File: config.mk
export PLATFORM = sky130hd
export DESIGN_NAME = sorted_table_insert_search_remove
export DESIGN_NICKNAME = d
export VERILOG_FILES = /design/src/rtl/stis_pkg.sv /design/src/rtl/stis_ram.sv /design/src/rtl/stis_ctrl.sv /design/src/rtl/stis_datapath.sv /design/src/rtl/sorted_table_insert_search_remove.sv
export VERILOG_INCLUDE_DIRS = /design/src /design/src/rtl
export SDC_FILE = /design/constraint.sdc
export NUM_CORES = 1
export LEC_CHECK = 0
export CORE_ASPECT_RATIO = 0.7
export CORE_UTILIZATION = 45
export DETAILED_ROUTE_END_ITERATION = 7
export DONT_BUFFER_PORTS = 1
export SYNTH_ARGS = -nofsm -noshare
export SYNTH_HDL_FRONTEND = slang
export SYNTH_SLANG_ARGS = --single-unit
File: constraint.sdc
create_clock -name clk_i -period 14.65 [get_ports clk_i]
set_input_delay 2.93 -clock clk_i [delete_from_list [all_inputs] [get_ports clk_i]]
set_output_delay 2.93 -clock clk_i [all_outputs]
set_load 0.02 [all_outputs]
File: src/rtl/sorted_table_insert_search_remove_macros.svh
// assertion macros for the sorted table block
`ifndef SORTED_TABLE_INSERT_SEARCH_REMOVE_MACROS_SVH
`define SORTED_TABLE_INSERT_SEARCH_REMOVE_MACROS_SVH
`ifndef SYNTHESIS
// same-cycle implication
`define STIS_ASSERT_IMP(label, clk, rst_n, ante, cons) \
  label: assert property (@(posedge clk) disable iff (!rst_n) (ante) |-> (cons)) \
    else $error("sorted table assertion failed");
// next-cycle implication
`define STIS_ASSERT_NXT(label, clk, rst_n, ante, cons) \
  label: assert property (@(posedge clk) disable iff (!rst_n) (ante) |=> (cons)) \
    else $error("sorted table assertion failed");
`else
`define STIS_ASSERT_IMP(label, clk, rst_n, ante, cons)
`define STIS_ASSERT_NXT(label, clk, rst_n, ante, cons)
`endif
`endif

File: src/rtl/stis_pkg.sv
// shared types and constants of the sorted table block
package stis_pkg;

  localparam int unsigned DataW = 32;

  typedef logic [1:0] op_t;
  localparam op_t OP_INSERT = 2'd0;
  localparam op_t OP_SEARCH = 2'd1;
  localparam op_t OP_REMOVE = 2'd2;

  typedef logic [1:0] status_t;
  localparam status_t STAT_OK     = 2'd0;
  localparam status_t STAT_ABSENT = 2'd1;
  localparam status_t STAT_FULL   = 2'd2;

  // smallest value reported for an empty table (-9999999)
  localparam logic [DataW-1:0] EMPTY_MARK = 32'hFF67_6981;

  typedef enum logic [1:0] {
    RD_IDX  = 2'd0,
    RD_PREV = 2'd1,
    RD_NEXT = 2'd2
  } rd_sel_e;

  typedef enum logic {
    WR_VALUE = 1'b0,
    WR_RDATA = 1'b1
  } wr_sel_e;

  typedef struct packed {
    logic    load;
    logic    idx_clr;
    logic    idx_set_cnt;
    logic    idx_inc;
    logic    idx_dec;
    logic    rd_en;
    rd_sel_e rd_sel;
    logic    wr_en;
    wr_sel_e wr_sel;
    logic    cnt_inc;
    logic    cnt_dec;
    logic    st_set;
    status_t st_val;
    logic    out_load;
  } cmd_t;

  typedef struct packed {
    op_t  op;
    logic full;
    logic idx_zero;
    logic idx_end;
    logic idx_last;
    logic rd_eq;
    logic rd_gt;
    logic out_free;
  } sts_t;

endpackage

File: src/rtl/stis_ram.sv
// generic single-write single-read ram with registered read data
module stis_ram #(
  parameter int unsigned WIDTH = 32,
  parameter int unsigned DEPTH = 16
) (
  input  logic                     clk_i,
  input  logic                     we_i,
  input  logic [$clog2(DEPTH)-1:0] waddr_i,
  input  logic [WIDTH-1:0]         wdata_i,
  input  logic                     re_i,
  input  logic [$clog2(DEPTH)-1:0] raddr_i,
  output logic [WIDTH-1:0]         rdata_o
);

  logic [WIDTH-1:0] mem_q [DEPTH];
  logic [WIDTH-1:0] rdata_q;

  always_ff @(posedge clk_i) begin
    if (we_i) begin
      mem_q[waddr_i] <= wdata_i;
    end
    if (re_i) begin
      rdata_q <= mem_q[raddr_i];
    end
  end

  assign rdata_o = rdata_q;

endmodule

File: src/rtl/stis_ctrl.sv
// controller state machine of the sorted table
module stis_ctrl
  import stis_pkg::*;
(
  input  logic clk_i,
  input  logic rst_ni,
  input  logic in_valid_i,
  input  sts_t sts_i,
  output logic in_ready_o,
  output cmd_t cmd_o
);

  typedef enum logic [7:0] {
    ST_IDLE     = 8'b0000_0001,
    ST_DISPATCH = 8'b0000_0010,
    ST_INS_CHK  = 8'b0000_0100,
    ST_INS_CMP  = 8'b0000_1000,
    ST_SCAN_CHK = 8'b0001_0000,
    ST_SCAN_CMP = 8'b0010_0000,
    ST_DEL_CHK  = 8'b0100_0000,
    ST_DEL_WR   = 8'b1000_0000
  } state_e;

  state_e state_q, state_d;
  logic   resp_q, resp_d;

  always_comb begin
    state_d = state_q;
    resp_d  = resp_q;
    cmd_o   = '0;
    cmd_o.rd_sel = RD_IDX;
    cmd_o.wr_sel = WR_VALUE;
    in_ready_o = 1'b0;

    if (resp_q) begin
      // wait for the output register, then go back to idle
      if (sts_i.out_free) begin
        cmd_o.out_load = 1'b1;
        resp_d  = 1'b0;
        state_d = ST_IDLE;
      end
    end else begin
      unique case (state_q)
        ST_IDLE: begin
          in_ready_o = 1'b1;
          if (in_valid_i) begin
            cmd_o.load = 1'b1;
            state_d    = ST_DISPATCH;
          end
        end
        ST_DISPATCH: begin
          priority if (sts_i.op == OP_INSERT) begin
            if (sts_i.full) begin
              cmd_o.st_set = 1'b1;
              cmd_o.st_val = STAT_FULL;
              resp_d       = 1'b1;
            end else begin
              cmd_o.idx_set_cnt = 1'b1;
              state_d           = ST_INS_CHK;
            end
          end else if (sts_i.op == OP_SEARCH || sts_i.op == OP_REMOVE) begin
            cmd_o.idx_clr = 1'b1;
            state_d       = ST_SCAN_CHK;
          end else begin
            cmd_o.st_set = 1'b1;
            cmd_o.st_val = STAT_ABSENT;
            resp_d       = 1'b1;
          end
        end
        ST_INS_CHK: begin
          if (sts_i.idx_zero) begin
            cmd_o.wr_en   = 1'b1;
            cmd_o.cnt_inc = 1'b1;
            cmd_o.st_set  = 1'b1;
            cmd_o.st_val  = STAT_OK;
            resp_d        = 1'b1;
          end else begin
            cmd_o.rd_en  = 1'b1;
            cmd_o.rd_sel = RD_PREV;
            state_d      = ST_INS_CMP;
          end
        end
        ST_INS_CMP: begin
          if (sts_i.rd_gt) begin
            // larger entry moves up one slot
            cmd_o.wr_en   = 1'b1;
            cmd_o.wr_sel  = WR_RDATA;
            cmd_o.idx_dec = 1'b1;
            state_d       = ST_INS_CHK;
          end else begin
            cmd_o.wr_en   = 1'b1;
            cmd_o.cnt_inc = 1'b1;
            cmd_o.st_set  = 1'b1;
            cmd_o.st_val  = STAT_OK;
            resp_d        = 1'b1;
          end
        end
        ST_SCAN_CHK: begin
          if (sts_i.idx_end) begin
            cmd_o.st_set = 1'b1;
            cmd_o.st_val = STAT_ABSENT;
            resp_d       = 1'b1;
          end else begin
            cmd_o.rd_en = 1'b1;
            state_d     = ST_SCAN_CMP;
          end
        end
        ST_SCAN_CMP: begin
          priority if (sts_i.rd_eq) begin
            if (sts_i.op == OP_SEARCH) begin
              cmd_o.st_set = 1'b1;
              cmd_o.st_val = STAT_OK;
              resp_d       = 1'b1;
            end else begin
              state_d = ST_DEL_CHK;
            end
          end else if (sts_i.rd_gt) begin
            cmd_o.st_set = 1'b1;
            cmd_o.st_val = STAT_ABSENT;
            resp_d       = 1'b1;
          end else begin
            cmd_o.idx_inc = 1'b1;
            state_d       = ST_SCAN_CHK;
          end
        end
        ST_DEL_CHK: begin
          if (sts_i.idx_last) begin
            cmd_o.cnt_dec = 1'b1;
            cmd_o.st_set  = 1'b1;
            cmd_o.st_val  = STAT_OK;
            resp_d        = 1'b1;
          end else begin
            cmd_o.rd_en  = 1'b1;
            cmd_o.rd_sel = RD_NEXT;
            state_d      = ST_DEL_WR;
          end
        end
        ST_DEL_WR: begin
          // following entry moves down one slot
          cmd_o.wr_en   = 1'b1;
          cmd_o.wr_sel  = WR_RDATA;
          cmd_o.idx_inc = 1'b1;
          state_d       = ST_DEL_CHK;
        end
        default: begin
          state_d = ST_IDLE;
        end
      endcase
    end
  end

  always_ff @(posedge clk_i or negedge rst_ni) begin
    if (!rst_ni) begin
      state_q <= ST_IDLE;
      resp_q  <= 1'b0;
    end else begin
      state_q <= state_d;
      resp_q  <= resp_d;
    end
  end

endmodule

File: src/rtl/stis_datapath.sv
// datapath of the sorted table: entry ram, index, count and output register
module stis_datapath
  import stis_pkg::*;
#(
  parameter int unsigned CAPACITY = 16
) (
  input  logic             clk_i,
  input  logic             rst_ni,
  input  op_t              in_op_i,
  input  logic [DataW-1:0] in_value_i,
  input  logic             out_ready_i,
  input  cmd_t             cmd_i,
  output sts_t             sts_o,
  output logic             out_valid_o,
  output status_t          out_status_o,
  output logic [4:0]       out_count_o,
  output logic             out_empty_o,
  output logic [DataW-1:0] out_smallest_o
);

  localparam int unsigned AW = $clog2(CAPACITY);
  localparam int unsigned CW = $clog2(CAPACITY + 1);

  op_t              op_q;
  logic [DataW-1:0] value_q;
  logic [CW-1:0]    idx_q, idx_d;
  logic [CW-1:0]    count_q, count_d;
  logic [DataW-1:0] smallest_q;
  status_t          st_q;
  logic             out_valid_q;
  status_t          out_status_q;
  logic [4:0]       out_count_q;
  logic             out_empty_q;
  logic [DataW-1:0] out_smallest_q;

  logic [CW-1:0]    raddr_full;
  logic [DataW-1:0] rdata;
  logic [DataW-1:0] wdata;
  logic [31:0]      count_ext;

  always_comb begin
    unique case (cmd_i.rd_sel)
      RD_IDX:  raddr_full = idx_q;
      RD_PREV: raddr_full = idx_q - CW'(1);
      RD_NEXT: raddr_full = idx_q + CW'(1);
      default: raddr_full = idx_q;
    endcase
  end

  assign wdata = (cmd_i.wr_sel == WR_RDATA) ? rdata : value_q;

  stis_ram #(
    .WIDTH(DataW),
    .DEPTH(CAPACITY)
  ) u_ram (
    .clk_i  (clk_i),
    .we_i   (cmd_i.wr_en),
    .waddr_i(idx_q[AW-1:0]),
    .wdata_i(wdata),
    .re_i   (cmd_i.rd_en),
    .raddr_i(raddr_full[AW-1:0]),
    .rdata_o(rdata)
  );

  always_comb begin
    idx_d = idx_q;
    priority if (cmd_i.idx_clr) begin
      idx_d = '0;
    end else if (cmd_i.idx_set_cnt) begin
      idx_d = count_q;
    end else if (cmd_i.idx_inc) begin
      idx_d = idx_q + CW'(1);
    end else if (cmd_i.idx_dec) begin
      idx_d = idx_q - CW'(1);
    end
    count_d = count_q;
    priority if (cmd_i.cnt_inc) begin
      count_d = count_q + CW'(1);
    end else if (cmd_i.cnt_dec) begin
      count_d = count_q - CW'(1);
    end
  end

  always_ff @(posedge clk_i or negedge rst_ni) begin
    if (!rst_ni) begin
      idx_q       <= '0;
      count_q     <= '0;
      out_valid_q <= 1'b0;
    end else begin
      idx_q   <= idx_d;
      count_q <= count_d;
      if (cmd_i.out_load) begin
        out_valid_q <= 1'b1;
      end else if (out_ready_i) begin
        out_valid_q <= 1'b0;
      end
    end
  end

  assign count_ext = 32'(count_d);

  always_ff @(posedge clk_i) begin
    if (cmd_i.load) begin
      op_q    <= in_op_i;
      value_q <= in_value_i;
    end
    // mirror of entry zero
    if (cmd_i.wr_en && idx_q == '0) begin
      smallest_q <= wdata;
    end
    if (cmd_i.st_set) begin
      st_q <= cmd_i.st_val;
    end
    if (cmd_i.out_load) begin
      out_status_q   <= st_q;
      out_count_q    <= count_ext[4:0];
      out_empty_q    <= (count_q == '0);
      out_smallest_q <= (count_q == '0) ? EMPTY_MARK : smallest_q;
    end
  end

  assign sts_o.op       = op_q;
  assign sts_o.full     = (count_q == CW'(CAPACITY));
  assign sts_o.idx_zero = (idx_q == '0);
  assign sts_o.idx_end  = (idx_q == count_q);
  assign sts_o.idx_last = ((idx_q + CW'(1)) == count_q);
  assign sts_o.rd_eq    = (rdata == value_q);
  assign sts_o.rd_gt    = ($signed(rdata) > $signed(value_q));
  assign sts_o.out_free = !out_valid_q || out_ready_i;

  assign out_valid_o    = out_valid_q;
  assign out_status_o   = out_status_q;
  assign out_count_o    = out_count_q;
  assign out_empty_o    = out_empty_q;
  assign out_smallest_o = out_smallest_q;

endmodule

File: src/rtl/sorted_table_insert_search_remove.sv
// top level of the sorted table with insert, search and remove
// keeps up to CAPACITY signed 32-bit values in ascending order in a ram, duplicates
// allowed; every input beat is one operation and gives exactly one output beat.
// one operation is worked at a time: the ram has one read port with registered data,
// so each entry visited is first read, then compared and moved. insert walks down
// from the top and moves every entry larger than the value up one slot. search scans
// up from slot zero until a hit, a larger entry or the end of the table. remove
// searches the same way and on a hit moves every entry behind it down one slot. a full
// insert or an unknown op is answered without a ram access. a result that finds the
// output register busy waits until it is free.
// the result waits in an output register, so a new beat is taken while it is unread.
// the entry ram needs no clearing, only entries below the count are ever read.
`include "sorted_table_insert_search_remove_macros.svh"

module sorted_table_insert_search_remove
  import stis_pkg::*;
#(
  parameter int unsigned CAPACITY = 16
) (
  input  logic        clk_i,
  input  logic        rst_ni,
  // input channel
  input  logic        s_axis_tvalid,
  output logic        s_axis_tready,
  input  logic [31:0] s_axis_tdata,   // value[31:0]
  input  logic [1:0]  s_axis_tuser,   // op[1:0]
  // result channel
  output logic        m_axis_tvalid,
  input  logic        m_axis_tready,
  output logic [39:0] m_axis_tdata    // status[1:0], entry_count[6:2], is_empty[7],
                                      // smallest[39:8]
);

  cmd_t       cmd;
  sts_t       sts;
  status_t    out_status;
  logic [4:0] out_count;
  logic       out_empty;
  logic [31:0] out_smallest;

  // sequencing of scan, shift and response
  stis_ctrl u_ctrl (
    .clk_i     (clk_i),
    .rst_ni    (rst_ni),
    .in_valid_i(s_axis_tvalid),
    .sts_i     (sts),
    .in_ready_o(s_axis_tready),
    .cmd_o     (cmd)
  );

  // entry storage, index, count and result register
  stis_datapath #(
    .CAPACITY(CAPACITY)
  ) u_dp (
    .clk_i         (clk_i),
    .rst_ni        (rst_ni),
    .in_op_i       (s_axis_tuser),
    .in_value_i    (s_axis_tdata),
    .out_ready_i   (m_axis_tready),
    .cmd_i         (cmd),
    .sts_o         (sts),
    .out_valid_o   (m_axis_tvalid),
    .out_status_o  (out_status),
    .out_count_o   (out_count),
    .out_empty_o   (out_empty),
    .out_smallest_o(out_smallest)
  );

  assign m_axis_tdata = {out_smallest, out_empty, out_count, out_status};

  // a taken beat blocks the next one until the result is loaded
  `STIS_ASSERT_NXT(a_busy_after_accept, clk_i, rst_ni,
                   s_axis_tvalid && s_axis_tready, !s_axis_tready)
  // empty results carry the empty marker
  `STIS_ASSERT_IMP(a_empty_mark, clk_i, rst_ni, m_axis_tvalid && out_empty,
                   out_count == 5'd0 && out_smallest == EMPTY_MARK)
  // a refused insert only happens at capacity
  `STIS_ASSERT_IMP(a_full_count, clk_i, rst_ni, m_axis_tvalid && out_status == STAT_FULL,
                   out_count == 5'(CAPACITY))

endmodule

---- Word level (Yosys, flattened, before mapping) ----
Memory sizes are Yosys's and may differ from the RTL's. A register that Yosys moved wholly into a read port is not among the register bits.
Cells that the tools add are included.
word-level totals
  flip-flop bits (word level) ............. 128
  bits in writable memories ............... 512
  output and inout port bits .............. 42
  logic and storage cells ................. 130
  memories kept ........................... 1
operators by class
  $add $sub $neg .......................... 4
  order comparisons ....................... 1
  equality and inequality tests ........... 26
  muxes and demuxes ....................... 74
  reduce and logical (&&, ||, !) cells .... 11
memories
  memory            depth  width  rd ports  clocked after memory_dff  wr ports  line            RTL
  u_dp.u_ram.mem_q  16     32     1         1                         1         stis_ram.sv:15  logic [WIDTH-1:0] mem_q [DEPTH];
operator list
  kind                 count
  $mux 8               13
  $pmux 8 s8           1
  $mux 3               11
  $eq 32x32->1         1
  $gt 32x32->1         1
  $mux 32              1
  $mux 1               30
  $mux 5               6
  $pmux 3 s6           1
  $mux 15              1
  $ne 3x2->1 const B   5
  $ne 4x3->1 const B   3
  $add 5x1->5 const B  2
  $eq 5x5->1           2
  $logic_not 5->1      2
  $reduce_and 10->1    1
  $sub 5x1->5 const B  2
  $eq 8x1->1 const B   1
  $eq 8x2->1 const B   1
  $eq 8x3->1 const B   1
  $eq 8x4->1 const B   1
  $eq 8x5->1 const B   1
  $eq 8x6->1 const B   1
  $eq 8x7->1 const B   1
  20 further kinds     26

---- Logic depth before layout (Yosys ltp) ----
Gate-level depths: netlist of run 1.
  depth in word-level cells ............... 10
  mapped depth ............................ 19
  depth with buffers taken out ............ 17

---- By module ----
A second synthesis of run 1 with hierarchy kept.
unflattened totals
  cell total of the unflattened synthesis .. 1398
  area, all modules ....................... 26679.3 um^2
modules (own cells, without submodules)
  module                             times used  cells an instance  area an instance (um^2)  seq. area each (um^2)
  stis_ram                           1           838                20155.6                  16335.7
  stis_datapath                      1           457                5645.4                   3518.4
  stis_ctrl                          1           102                870.8                    226.5
  sorted_table_insert_search_remove  1           1                  7.5                      0.0

---- Worst setup path after synthesis of run 1 ----
No wires, ideal clock.
  path type ............................... in2reg
  from .................................... in m_axis_tready
  to ...................................... reg u_ctrl.state_q[2]
  data arrival time ....................... 4.891 ns
  data required time ...................... 14.529 ns
  slack ................................... 9.638 ns
  stages on the path ...................... 5
  path through ............................ nand2b_1 > and2_1 > o21ai_1 > o21bai_1 > a22o_2
on the way
  word-level cells in the longest chain between the ends .. 3
ends and longest elaborated chain
  item                                line                                     RTL
  start, declared                     sorted_table_insert_search_remove.sv:29  input logic m_axis_tready,
  $logic_or 1x1->1                    stis_datapath.sv:129                     assign sts_o.out_free = !out_valid_q || out_ready_i;
  $ne 2x2->1 (no source line)         n/a
  $reduce_and 10->1 (no source line)  n/a
  end signal, assigned                stis_ctrl.sv:157                         state_q <= state_d;
  end, declared                       stis_ctrl.sv:24                          state_e state_q, state_d;
No other way between the ends.
A chain may end at the register's enable or synchronous reset.

---- Worst setup path after layout of run 1 ----
  from .................................... reg u_ctrl.state_q[3]
  to ...................................... reg u_dp.u_ram.rdata_q[23], in the netlist u_dp.u_ram.rdata_o[23], read port of u_dp.u_ram.mem_q (data pin)
on the way
  word-level cells in the longest chain between the ends .. 5
  elaborated cells between the ends (all ways) .. 9
  classes of those cells .................. eq/ne (5); mux (4)
ends and longest elaborated chain
  item                                      line                 RTL
  $eq 8x7->1 or $eq 8x3->1 (tied branches)  stis_ctrl.sv:43      unique case (state_q)
  $pmux 2 s2                                stis_ctrl.sv:43
  $mux 15 (*)                               stis_ctrl.sv:35      if (resp_q) begin
  $eq 2x2->1 or $eq 2x1->1 (tied branches)  stis_datapath.sv:42  unique case (cmd_i.rd_sel)
  $pmux 4 s2                                stis_datapath.sv:42
  end, declared                             stis_ram.sv:16       logic [WIDTH-1:0] rdata_q;
Every way passes the cells marked *; elsewhere a longest branch is shown, timed or not.

==> key figures, run 1 <==
Route
  • Routed length per instance: 25.8 µm
  • Via-to-Cell Ratio: 5.75
  • Vias: 13,635
  • Iteration-0 DRC Markers: 1,233
  • TritonRoute pass-1 iters: 5
  • ANT nets after route: 0
  • DR DRC count: 0
  • Post-Route WL: 61,100 µm

Timing
  • Tmin final: 6.07 ns
  • Final Skew: 0.0200 ns
  • Final Hold Fails: 0
  • Fmax: 165 MHz
  • Setup ws final: 8.58 ns
  • Slew margin rel.: 19.7%
  • RSZ-0062 raised after global routing: false
  • Fin crit share: 41.5%
  • Endpoints failing setup: 0
  • Slew at the pin closest to its max-slew limit: 1.20 ns
  • Sum of negative setup slack: 0 ns
  • Pins Over Slew Limit: 0

Cells and area
  • Final Cell Area: 30,100 µm²
  • Fraction of layout cells with a size suffix above 1: 21.2%
  • Layout Area Growth over Synthesis: 12.0%
  • Nets: 1,604
  • Diodes inserted: 0
  • Fill cell count: 4,717
  • Post-Layout Cell Count: 2,370

Synthesis
  • EDFF count, synth: 652
  • Top_reg_cell synth: edfxtp_1
  • Sequential area share after synthesis: 74.6%
  • Synthesized flop and latch total: 672
  • YS warnings: 0
  • Xor/xnor share of the synthesized area: 0.488%
  • Syn nets: 1,554
  • Netlist cell types: 61
  • Largest family of logic cells by synthesized area: multiplexers
  • Synthesized cell area: 26,900 µm²
  • Mux cell area share after synthesis: 10.9%
  • Average cell area after synthesis: 18.3 µm²
  • Post-Syn Instances: 1,472
  • Post-Synth Adder-Cell Area: 2.05%
  • Simple-gate share of the synthesized area: 5.92%
  • Asr flop ratio synth: 2.98%
  • Post-synthesis compound-gate area fraction: 4.18%

GRT
  • Largest net degree at the start of global routing: 67
  • Busiest grt layer: met2
  • Initial antenna violation count: 0
  • Met2 GRT Util: 32.5%
  • M1 GR Usage: 30.9%
  • GR Layer Usage met3: 3.02%
  • First-pass GRT wire length: 91,500 µm
  • Overflow left after global routing: 0
  • GR Util All Layers: 20.8%
  • Vias in the first global route: 13,746

Critical path
  • WP data arrival: 6.41 ns
  • Worst setup EP type: flop
  • CP Class: reg2reg
  • Critical Path RT: 14.99 ns
  • CP Max Fanout: 44
  • CP startpoint kind: flop

Power and ir drop
  • Worst vdd ir: 0.0000935 V
  • Leak pwr: 9.80 nW
  • Final Power: 0.00508 W
  • Cell Pwr Density: 168 nW/µm²

Outcome
  • Status: complete, no violations

Clocking
  • Clk buf depth: 3
  • CTS buffer count: 61
  • CTS tree: done
  • Post-CTS Resized: 0
  • H-tree depth: 2
  • Cts hold-fix bufs: 0
  • Clock latency on the worst-skew pair: 0.63 ns
  • # Post-CTS Setup Buffers: 0
  • Clock Sinks: 672
  • Worst-path clk slew: 0.07 ns
  • Root Driver: clkbuf_16

Hold path
  • Worst min path class: reg2reg

Place
  • Placed Instances: 2,257
  • Port bufs: 0
  • Post-DP HPWL: 32,600 µm
  • Routability cong.: 0.867
  • DP Area: 28,200 µm²
  • Pre-CTS WS: 8.62 ns

Floorplan
  • Die area: 60,800 µm²
  • Row Count: 74
  • # IOs: 80
  • Core region area: 58,700 µm²
  • Chip width: 294 µm
  • Initial core utilization: 45.9%
  • Die height: 207 µm

Job
  • Max-Cap Viols: 0
layer usage:
layer | up-vias | routed length, µm
met5 | - | 0
met4 | 0 | 1080
met3 | 70 | 3490
met2 | 407 | 28500
met1 | 7220 | 28000
li1 | 5938 | -
cells in the mapped netlist (13+ instances only):
cell type / count / area, µm²
edfxtp_1: 652 / 19600
mux4_2: 128 / 2880
nand2_1: 125 / 469
inv_1: 48 / 180
clkbuf_1: 45 / 169
ha_1: 44 / 551
nor2_1: 41 / 154
o21ai_0: 40 / 200
a211oi_1: 37 / 278
and2_1: 36 / 225
a31oi_1: 35 / 219
or2_2: 21 / 131
a21oi_1: 20 / 100
dfrtp_1: 19 / 475
nand3_1: 16 / 80.1
nor3_1: 16 / 80.1
nor2b_1: 13 / 81.3
metrics by stage:
| stage | utilization (%) | hold WS [ns] |
|---|---|---|
| finish | 51.3 | 0.421 |
| global route | 51.3 | 0.435 |
| CTS | 51.3 | 0.423 |
| detailed placement | 48.1 | 0.407 |
| global placement | 48.1 | 0.406 |
| floorplan | - | 0.400 |
critical path, cell delays in order, from the launching register on:
cell	delay (ns)
dfrtp_1	0.43
or4_1	0.55
or3_1	0.35
nor3b_1	0.41
nand2_1	0.21
nor2_1	0.27
inv_1	0.08
ha_1	0.55
nor3_1	0.14
a21oi_4	0.13
buf_4	0.71
buf_4	0.82
mux4_2	0.59
and2_1	0.17
a211oi_1	0.21
a31oi_1	0.07
final cells by class:
class / instances / area [µm²] / area share, %
tap: 798 / 998 / 3.31
timing repair buffer: 58 / 435 / 1.44
clock buffer: 78 / 1640 / 5.45
inverter: 48 / 180 / 0.598
clock inverter: 35 / 268 / 0.888
multi-input combinational: 681 / 6540 / 21.7
sequential: 672 / 20100 / 66.6
logic make-up (layout without fill, tap and decap cells):
group                    count (synthesis)  count (layout)
AND/OR/NAND/NOR                        318             318
AO/OA/AOI/OAI                          170             170
flip-flops                             672             672
adder cells (fa/ha/maj)                 44              44
XOR/XNOR                                15              15
multiplexers                           134             134
buffers and inverters                  119             219
worst paths after layout:
kind                              startpoint                endpoint  slack, ns  cells after the start
max                        u_ctrl.state_q[3]  u_dp.u_ram.rdata_o[23]       8.58                     15
min                             u_dp.st_q[1]    u_dp.out_status_o[1]       0.42                      0
max reg2reg                u_ctrl.state_q[3]  u_dp.u_ram.rdata_o[23]       8.58                     15
min reg2reg                     u_dp.st_q[1]    u_dp.out_status_o[1]       0.42                      0
max in group asynchronous             rst_ni       u_ctrl.state_q[0]      12.49                      0
min in group asynchronous             rst_ni           u_dp.idx_q[0]       1.99                      0
layout by cell type (no fill, tap or decap), types with 5 or more instances in the layout:
cell / n
xor2_1: 8
edfxtp_1: 652
nor3_1: 15
nand3_1: 15
clkinv_1: 13
nand4_1: 8
mux4_2: 128
nand2_1: 125
clkinv_2: 15
and2_1: 34
clkbuf_1: 14
a21oi_1: 18
o21ai_0: 39
ha_1: 44
clkbuf_16: 63
nor2_1: 24
a31oi_1: 34
nor2b_1: 13
xnor2_1: 7
nand2b_1: 7
a211oi_1: 37
and3_1: 5
a21o_1: 12
dfrtp_1: 19
nor2_4: 18
nor4_1: 7
or2_2: 21
inv_1: 48
buf_4: 58
where the power goes:
group | internal (W) | switching (W)
Sequential | 0.00228 | 0.0000512
Clock | 0.000858 | 0.000689
Combinational | 0.000489 | 0.000704
state kept, by name, summed over array words and instances, names as in the netlist, 5 cells and up:
signal / cells
u_ctrl.state_q: 8
u_dp.out_count_o: 5
u_dp.u_ram.mem_q: 512
u_dp.value_q: 32
u_dp.out_smallest_o: 32
u_dp.count_q: 5
u_dp.idx_q: 5
u_dp.smallest_q: 32
u_dp.u_ram.rdata_o: 32
Power figures use the tool's default switching activity.
==> run 2, diff against run 1 <==
- ABC_AREA: not set -> 1
- clock period: 14.65 -> 5.9 ns (I/O delays scaled with it)
==> run 2 against run 1 <==
Against the previous run: the flow now finishes with violations (DRC); largest cell class unchanged; via count up 22%; fmax is 31% higher; sequential share of layout area decreased by 2.7 points; register-to-register slack lost 7.3 ns.
==> key figures, run 2 <==
Outcome
  • Status: finished with violations (was complete, no violations)
  • Failing checks: DRC

Cells and area
  • Fill cell count: 5,257 (was 4,717)
  • Max reg flops: 512 (unchanged)
  • Commonest non-fill, non-tap cell in the layout: edfxtp_1 (unchanged)
  • Post-layout util: 50.9% (was 51.3%)
  • Commonest cells after routing, fill and taps aside: edfxtp_1, nand2_1, inv_1, o211ai_1, nand3_1 (was edfxtp_1, mux4_2, nand2_1, clkbuf_16, buf_4)
  • Layout Area Growth over Synthesis: 11.1% (was 12.0%)
  • Diodes inserted: 0 (unchanged)
  • Fraction of layout cells with a size suffix above 1: 8.10% (was 21.2%)
  • Nets: 2,293 (was 1,604)
  • Final Cell Area: 31,400 µm² (was 30,100 µm²)
  • Largest Register: u_dp.u_ram.mem_q (unchanged)

Timing
  • Tmin final: 4.62 ns (was 6.07 ns)
  • Endpoints failing setup: 0 (unchanged)
  • Sum of negative setup slack: 0 ns (unchanged)
  • Slew margin rel.: 15.2% (was 19.7%)
  • Final Hold Fails: 0 (unchanged)
  • Fin crit share: 78.3% (was 41.5%)
  • Final Skew: 0.0158 ns (was 0.0200 ns)
  • RSZ-0062 raised after global routing: false (unchanged)
  • Slew at the pin closest to its max-slew limit: 1.26 ns (was 1.20 ns)
  • Fmax: 216 MHz (was 165 MHz)
  • Pins Over Slew Limit: 0 (unchanged)
  • Setup ws final: 1.28 ns (was 8.58 ns)

Synthesis
  • Area leader, netlist: edfxtp_1 (unchanged)
  • YS warnings: 0 (unchanged)
  • Average cell area after synthesis: 12.8 µm² (was 18.3 µm²)
  • Post-synth top cells: edfxtp_1, nand2_1, inv_1 (was edfxtp_1, mux4_2, nand2_1)
  • Post-synth top area share: 69.2% (was 72.7%)
  • Synthesized cell area: 28,300 µm² (was 26,900 µm²)
  • Synthesized flop and latch total: 672 (unchanged)
  • Syn nets: 2,301 (was 1,554)
  • Sequential area share after synthesis: 71.0% (was 74.6%)
  • EDFF count, synth: 652 (unchanged)
  • Area contributors post-synth: edfxtp_1, o211ai_1, nand2_1, inv_1, mux2i_1 (was edfxtp_1, mux4_2, ha_1, dfrtp_1, nand2_1)
  • Asr flop ratio synth: 2.98% (unchanged)
  • Top-count cell post-synth: edfxtp_1 (unchanged)
  • Top_reg_cell synth: edfxtp_1 (unchanged)
  • Netlist cell types: 40 (was 61)
  • Post-Syn Instances: 2,219 (was 1,472)

GRT
  • First-pass GRT wire length: 101,000 µm (was 91,500 µm)
  • M1 GR Usage: 32.0% (was 30.9%)
  • Vias in the first global route: 15,934 (was 13,746)
  • Met2 GRT Util: 32.1% (was 32.5%)
  • Overflow left after global routing: 0 (unchanged)
  • GR Layer Usage met3: 3.85% (was 3.02%)
  • Initial antenna violation count: 0 (unchanged)
  • Largest net degree at the start of global routing: 127 (was 67)
  • GR Util All Layers: 21.5% (was 20.8%)
  • Busiest grt layer: met2 (unchanged)

Place
  • Post-DP HPWL: 37,200 µm (was 32,600 µm)
  • Port bufs: 0 (unchanged)
  • DP Area: 29,400 µm² (was 28,200 µm²)
  • Pre-CTS WS: 1.36 ns (was 8.62 ns)
  • Routability cong.: 0.887 (was 0.867)

Route
  • Routed length per instance: 21.9 µm (was 25.8 µm)
  • DR DRC count: 4 (was 0)
  • Vias: 16,649 (was 13,635)
  • TritonRoute pass-1 iters: 8 (was 5)
  • Via-to-Cell Ratio: 5.41 (was 5.75)
  • ANT nets after route: 0 (unchanged)
  • Post-Route WL: 67,500 µm (was 61,100 µm)
  • Iteration-0 DRC Markers: 1,488 (was 1,233)

Power and ir drop
  • Leak pwr: 11.3 nW (was 9.80 nW)
  • Cell Pwr Density: 452 nW/µm² (was 168 nW/µm²)
  • Worst vdd ir: 0.000331 V (was 0.0000935 V)

Clocking
  • Clk buf depth: 3 (unchanged)
  • Clock latency on the worst-skew pair: 0.61 ns (was 0.63 ns)
  • H-tree depth: 3 (was 2)
  • Cts hold-fix bufs: 0 (unchanged)
  • Post-CTS Resized: 0 (unchanged)
  • Worst-path clk slew: 0.07 ns (about the same)
  • Clock Sinks: 672 (unchanged)
  • CTS buffer count: 67 (was 61)
  • CTS tree: done (unchanged)
  • Root Driver: clkbuf_16 (unchanged)
  • # Post-CTS Setup Buffers: 0 (unchanged)

Floorplan
  • # IOs: 80 (unchanged)
  • Die area: 63,900 µm² (was 60,800 µm²)
  • Initial core utilization: 45.8% (was 45.9%)
  • Core region area: 61,800 µm² (was 58,700 µm²)
  • Chip width: 302 µm (was 294 µm)
  • Die height: 212 µm (was 207 µm)
  • Row Count: 76 (was 74)

Critical path
  • WP data arrival: 4.98 ns (was 6.41 ns)
  • Critical Path RT: 6.25 ns (was 14.99 ns)
  • Slowest stage delay, CP: 0.76 ns (was 0.82 ns)
  • CP Class: reg2reg (unchanged)
  • CP Max Fanout: 120 (was 44)
  • Worst-path cell chain: inv_1 > ha_1 > xor2_1 > nor2_1 > o21ai_0 > nor3b_1 > nand2_1 > inv_1 > nor2_1 > ha_1 > inv_2 > o21ai_4 > buf_12 > mux2i_1 > o21ai_0 > o211ai_1 > nand2_1 (was or4_1 > or3_1 > nor3b_1 > nand2_1 > nor2_1 > inv_1 > ha_1 > nor3_1 > a21oi_4 > buf_4 > buf_4 > mux4_2 > and2_1 > a211oi_1 > a31oi_1)
  • Worst path slowest cell: o21ai_4 (was buf_4)
  • R2r setup slk: 1.28 ns (was 8.58 ns)
  • Worst setup EP type: flop (unchanged)
  • CP startpoint kind: flop (unchanged)

Hold path
  • Worst min path class: in2async (was reg2reg)

Job
  • Max-Cap Viols: 0 (unchanged)
## run 2: changes by cell type after synthesis, moves of 36 or more
cell and change:
buf_2 +39, mux4_2 -128, and2_1 -36, o211ai_1 +258, nand3_1 +85, a211oi_1 -37
mux2i_1 +57, inv_1 +254, o21ai_1 +44, nand2_1 +268
## run 2: critical path: cells and delay by family (launching register included)
kind	cells	cell delay, ns
adder cells (fa/ha/maj)	2	0.74
buffers and inverters	4	0.91
multiplexers	1	0.26
AND/OR/NAND/NOR	5	0.56
AO/OA/AOI/OAI	4	1.19
flip-flops	1	0.46
XOR/XNOR	1	0.16
## run 2: kinds of logic after synthesis
| kind of cell | count (synthesis) | synth area share (%) |
|---|---|---|
| xor+xnor | 17 | 0.526 |
| compound gates | 399 | 9.51 |
| simple gates | 607 | 9.06 |
| buf+inv | 419 | 5.85 |
| fa+ha+maj | 44 | 1.95 |
| mux | 61 | 2.16 |
| flops | 672 | 71.0 |
## run 2: per-layer routing
| layer | part of all wire [%] | wire [µm] |
|---|---|---|
| met1 | 48 | 32300 |
| met3 | 5.7 | 3840 |
| met2 | 44 | 29800 |
| met5 | 0 | 0 |
| met4 | 2.4 | 1590 |
## run 2: cell type report
| cell class | instances | area [µm²] | area share [%] |
|---|---|---|---|
| clock inverter | 31 | 231 | 0.736 |
| timing repair buffer | 37 | 365 | 1.16 |
| clock buffer | 86 | 1830 | 5.83 |
| inverter | 305 | 1150 | 3.65 |
| multi-input combinational | 1128 | 6750 | 21.5 |
| tap | 819 | 1020 | 3.26 |
| sequential | 672 | 20100 | 63.9 |
## run 2: worst paths after layout
| check | cells after the start | end | from |
|---|---|---|---|
| worst min register to register | 0 | u_dp.out_status_o[0] | u_dp.st_q[0] |
| worst min-delay path | 0 | u_dp.out_valid_o | rst_ni |
| worst max register to register | 17 | u_dp.u_ram.rdata_o[19] | u_dp.idx_q[0] |
| worst max-delay path | 17 | u_dp.u_ram.rdata_o[19] | u_dp.idx_q[0] |
| max in group asynchronous | 0 | u_ctrl.state_q[0] | rst_ni |
| min in group clk_i | 0 | u_dp.out_status_o[0] | u_dp.st_q[0] |
## run 2: power by group
part / leakage [nW] / internal (W) / switching (W)
clock: 1.01 / 0.00233 / 0.00175
combinational: 4.20 / 0.00124 / 0.00282
sequential: 6.13 / 0.00587 / 0.000201
total: 11.3 / 0.00943 / 0.00478
## run 2: through the flow
step	hold slack, ns	total power [W]	instances
2_1_floorplan	0.400	0.00900	2219
4_1_cts	0.224	0.0143	3078
5_1_grt	0.226	0.0150	3078
6_report	0.258	0.0142	3078
3_3_place_gp	0.409	0.0102	2961
3_5_place_dp	0.405	0.0102	2961
==> run 3, diff against run 2 <==
- clock period: 5.9 -> 4.7 ns (I/O delays scaled with it)
==> run 3 against run 2 <==
Against the previous run: the run still ends with DRC left; critical path depth is 1 higher; clock power up 13%; worst hold slack got worse by 0.11 ns; first-iteration DRC count is 21% higher; clock-buffer cell count shrank 5; critical path type unchanged; largest power group unchanged; register-to-register slack worse by 0.90 ns; final area is 0.38% higher; total power rose by 23%; highest routed layer unchanged; non-clock buffer count up 31; combinational power rose by 32%.
==> key figures, run 3 (synthesis gave the netlist of run 2 again) <==
Floorplan
  • Row Count: 76 (unchanged)
  • Core region area: 61,800 µm² (unchanged)
  • Die height: 212 µm (unchanged)
  • Die area: 63,900 µm² (unchanged)
  • # IOs: 80 (unchanged)
  • Initial core utilization: 45.8% (unchanged)
  • Chip width: 302 µm (unchanged)

Critical path
  • Worst path slowest cell: buf_4 (was o21ai_4)
  • CP Max Fanout: 67 (was 120)
  • Worst setup EP type: flop (unchanged)
  • Worst R2R Path Depth: 18 (was 17)
  • Cell family with most CP delay: buffers and inverters (was compound AO/OA/AOI/OAI gates)
  • CP Class: reg2reg (unchanged)
  • Worst-path cell chain: inv_1 > ha_1 > xor2_1 > nor2_1 > o21ai_0 > nor3b_1 > nand2_1 > inv_1 > nor2_1 > ha_1 > inv_2 > o211ai_1 > o21ai_4 > buf_4 > o211ai_1 > nand3_1 > o211ai_1 > nand2_1 (was inv_1 > ha_1 > xor2_1 > nor2_1 > o21ai_0 > nor3b_1 > nand2_1 > inv_1 > nor2_1 > ha_1 > inv_2 > o21ai_4 > buf_12 > mux2i_1 > o21ai_0 > o211ai_1 > nand2_1)
  • WP data arrival: 4.82 ns (was 4.98 ns)
  • Slowest stage delay, CP: 0.80 ns (was 0.76 ns)
  • RR Endpoint: u_dp.u_ram.rdata_o[7] (was u_dp.u_ram.rdata_o[19])
  • Worst R2R Start: u_dp.idx_q[0] (unchanged)
  • Most frequent CP cell: o211ai_1
  • Critical Path RT: 5.19 ns (was 6.25 ns)
  • CP startpoint kind: flop (unchanged)
  • Crit path buf inv count: 4 (unchanged)
  • R2r setup slk: 0.38 ns (was 1.28 ns)

Route
  • Met3 WL: 4370 µm (was 3840 µm)
  • Routed length per instance: 21.8 µm (was 21.9 µm)
  • Iteration-0 DRC Markers: 1,802 (was 1,488)
  • Vias: 16,779 (was 16,649)
  • Routed wire length on met2: 30,100 µm (was 29,800 µm)
  • Highest metal used: met4 (unchanged)
  • DR DRC count: 4 (unchanged)
  • Via-to-Cell Ratio: 5.41 (about the same)
  • ANT nets after route: 0 (unchanged)
  • Post-Route WL: 67,600 µm (was 67,500 µm)
  • M1 wire length: 31,700 µm (was 32,300 µm)
  • TritonRoute pass-1 iters: 8 (unchanged)

Power and ir drop
  • Switching Share: 34.0% (was 33.6%)
  • Worst vdd ir: 0.000467 V (was 0.000331 V)
  • Net Sw Power: 0.00596 W (was 0.00478 W)
  • Sequential share of power: 43.2% (was 42.7%)
  • Leak pwr: 11.4 nW (was 11.3 nW)
  • Cell Pwr Density: 556 nW/µm² (was 452 nW/µm²)
  • Pint: 0.0116 W (was 0.00943 W)
  • Clock share of power: 26.3% (was 28.7%)
  • Logic pwr share: 30.5% (was 28.6%)

GRT
  • Largest net degree at the start of global routing: 109 (was 127)
  • Vias in the first global route: 16,293 (was 15,934)
  • Initial antenna violation count: 1 (was 0)
  • First-pass GRT wire length: 102,000 µm (was 101,000 µm)
  • GR Util All Layers: 21.7% (was 21.5%)
  • Overflow left after global routing: 0 (unchanged)

Cells and area
  • Multi-input logic area: 6750 µm² (unchanged)
  • FF/Latch Area: 20,100 µm² (unchanged)
  • Diodes inserted: 0 (unchanged)
  • Post-layout util: 51.0% (was 50.9%)
  • Commonest non-fill, non-tap cell in the layout: edfxtp_1 (unchanged)
  • Max reg flops: 512 (unchanged)
  • Nets: 2,318 (was 2,293)
  • Fraction of layout cells with a size suffix above 1: 9.02% (was 8.10%)
  • Commonest cells after routing, fill and taps aside: edfxtp_1, nand2_1, inv_1, o211ai_1, nand3_1 (unchanged)
  • Fill cell count: 5,243 (was 5,257)
  • Largest Register: u_dp.u_ram.mem_q (unchanged)
  • Layout Area Growth over Synthesis: 11.5% (was 11.1%)

Place
  • Post-DP HPWL: 38,400 µm (was 37,200 µm)
  • Port bufs: 0 (unchanged)
  • Routability cong.: 0.900 (was 0.887)

Job
  • Max-Cap Viols: 0 (unchanged)

Clocking
  • H-tree depth: 2 (was 3)
  • Clk buf depth: 3 (unchanged)
  • CTS buffer count: 61 (was 67)
  • Clock Sinks: 672 (unchanged)
  • Clock latency on the worst-skew pair: 0.64 ns (was 0.61 ns)
  • Worst-path clk slew: 0.06 ns (was 0.07 ns)
  • Root Driver: clkbuf_16 (unchanged)
  • CTS tree: done (unchanged)
  • # Post-CTS Setup Buffers: 0 (unchanged)

Outcome
  • Failing checks: DRC (unchanged)
  • Status: finished with violations (unchanged)

Timing
  • Pins Over Slew Limit: 0 (unchanged)
  • Final Hold Fails: 0 (unchanged)
  • Slew at the pin closest to its max-slew limit: 1.31 ns (was 1.26 ns)
  • Fin crit share: 91.9% (was 78.3%)
  • Sum of negative setup slack: 0 ns (unchanged)
  • Endpoints failing setup: 0 (unchanged)
  • Fmax: 231 MHz (was 216 MHz)
  • Slew margin rel.: 12.3% (was 15.2%)
  • RSZ-0062 raised after global routing: false (unchanged)
  • Tmin final: 4.32 ns (was 4.62 ns)
  • Final Skew: 0.0161 ns (was 0.0158 ns)

Hold path
  • Worst min path class: in2async (unchanged)
[run 3: routing by layer]
layer,global-route usage (%),vias up
met1,31.9,8241
met3,3.66,85
met2,33.4,480
li1,-,7973
met5,0,-
met4,5.69,0
[run 3: worst max-delay path by stage]
stage	end	depth (start not counted)	start
after floorplan	u_dp.op_q[0]	5	u_ctrl.state_q[7]
after global placement	u_dp.u_ram.rdata_o[1]	18	u_dp.idx_q[1]
after detailed placement	u_dp.u_ram.rdata_o[3]	18	u_dp.idx_q[0]
after CTS	u_dp.u_ram.rdata_o[3]	18	u_dp.idx_q[0]
after global routing	u_dp.u_ram.rdata_o[10]	18	u_dp.idx_q[0]
final	u_dp.u_ram.rdata_o[7]	18	u_dp.idx_q[0]
[run 3: cell type report]
cell class	count	share of cell area, %
Timing Repair Buffer	68	2.38
Inverter	305	3.64
Clock buffer	81	5.08
Clock inverter	29	0.615
Tap cell	819	3.25
Sequential cell	672	63.6
Multi-Input combinational cell	1128	21.4
[run 3: metrics by stage]
step | power, W | area (µm²) | worst slack, ns | cells | hold slack [ns]
5_1_grt | 0.0185 | 31600 | 0.0248 | 3102 | 0.124
3_5_place_dp | 0.0130 | 29700 | 0.359 | 2991 | 0.405
2_1_floorplan | 0.0113 | 28300 | 0.892 | 2219 | 0.400
4_1_cts | 0.0177 | 31500 | 0.347 | 3102 | 0.114
6_report | 0.0175 | 31600 | 0.380 | 3102 | 0.152
3_3_place_gp | 0.0129 | 29700 | 0.519 | 2991 | 0.407
[run 3: power by group through the flow]
| stage | combinational (W) | sequential, W | clock (W) |
|---|---|---|---|
| CTS | 0.00537 | 0.00757 | 0.00472 |
| finish | 0.00534 | 0.00757 | 0.00462 |
| detailed placement | 0.00534 | 0.00770 | 0 |
| global placement | 0.00525 | 0.00770 | 0 |
| floorplan | 0.00366 | 0.00764 | 0 |
| global route | 0.00597 | 0.00760 | 0.00494 |
[run 3: timing repair]
| item | in CTS | in global routing |
|---|---|---|
| endpoints found under the hold margin | 19 | 0 |
| endpoints found under the setup margin | 0 | 5 |
| hold buffers | 1 | 0 |
| resized for setup | 0 | 1 |
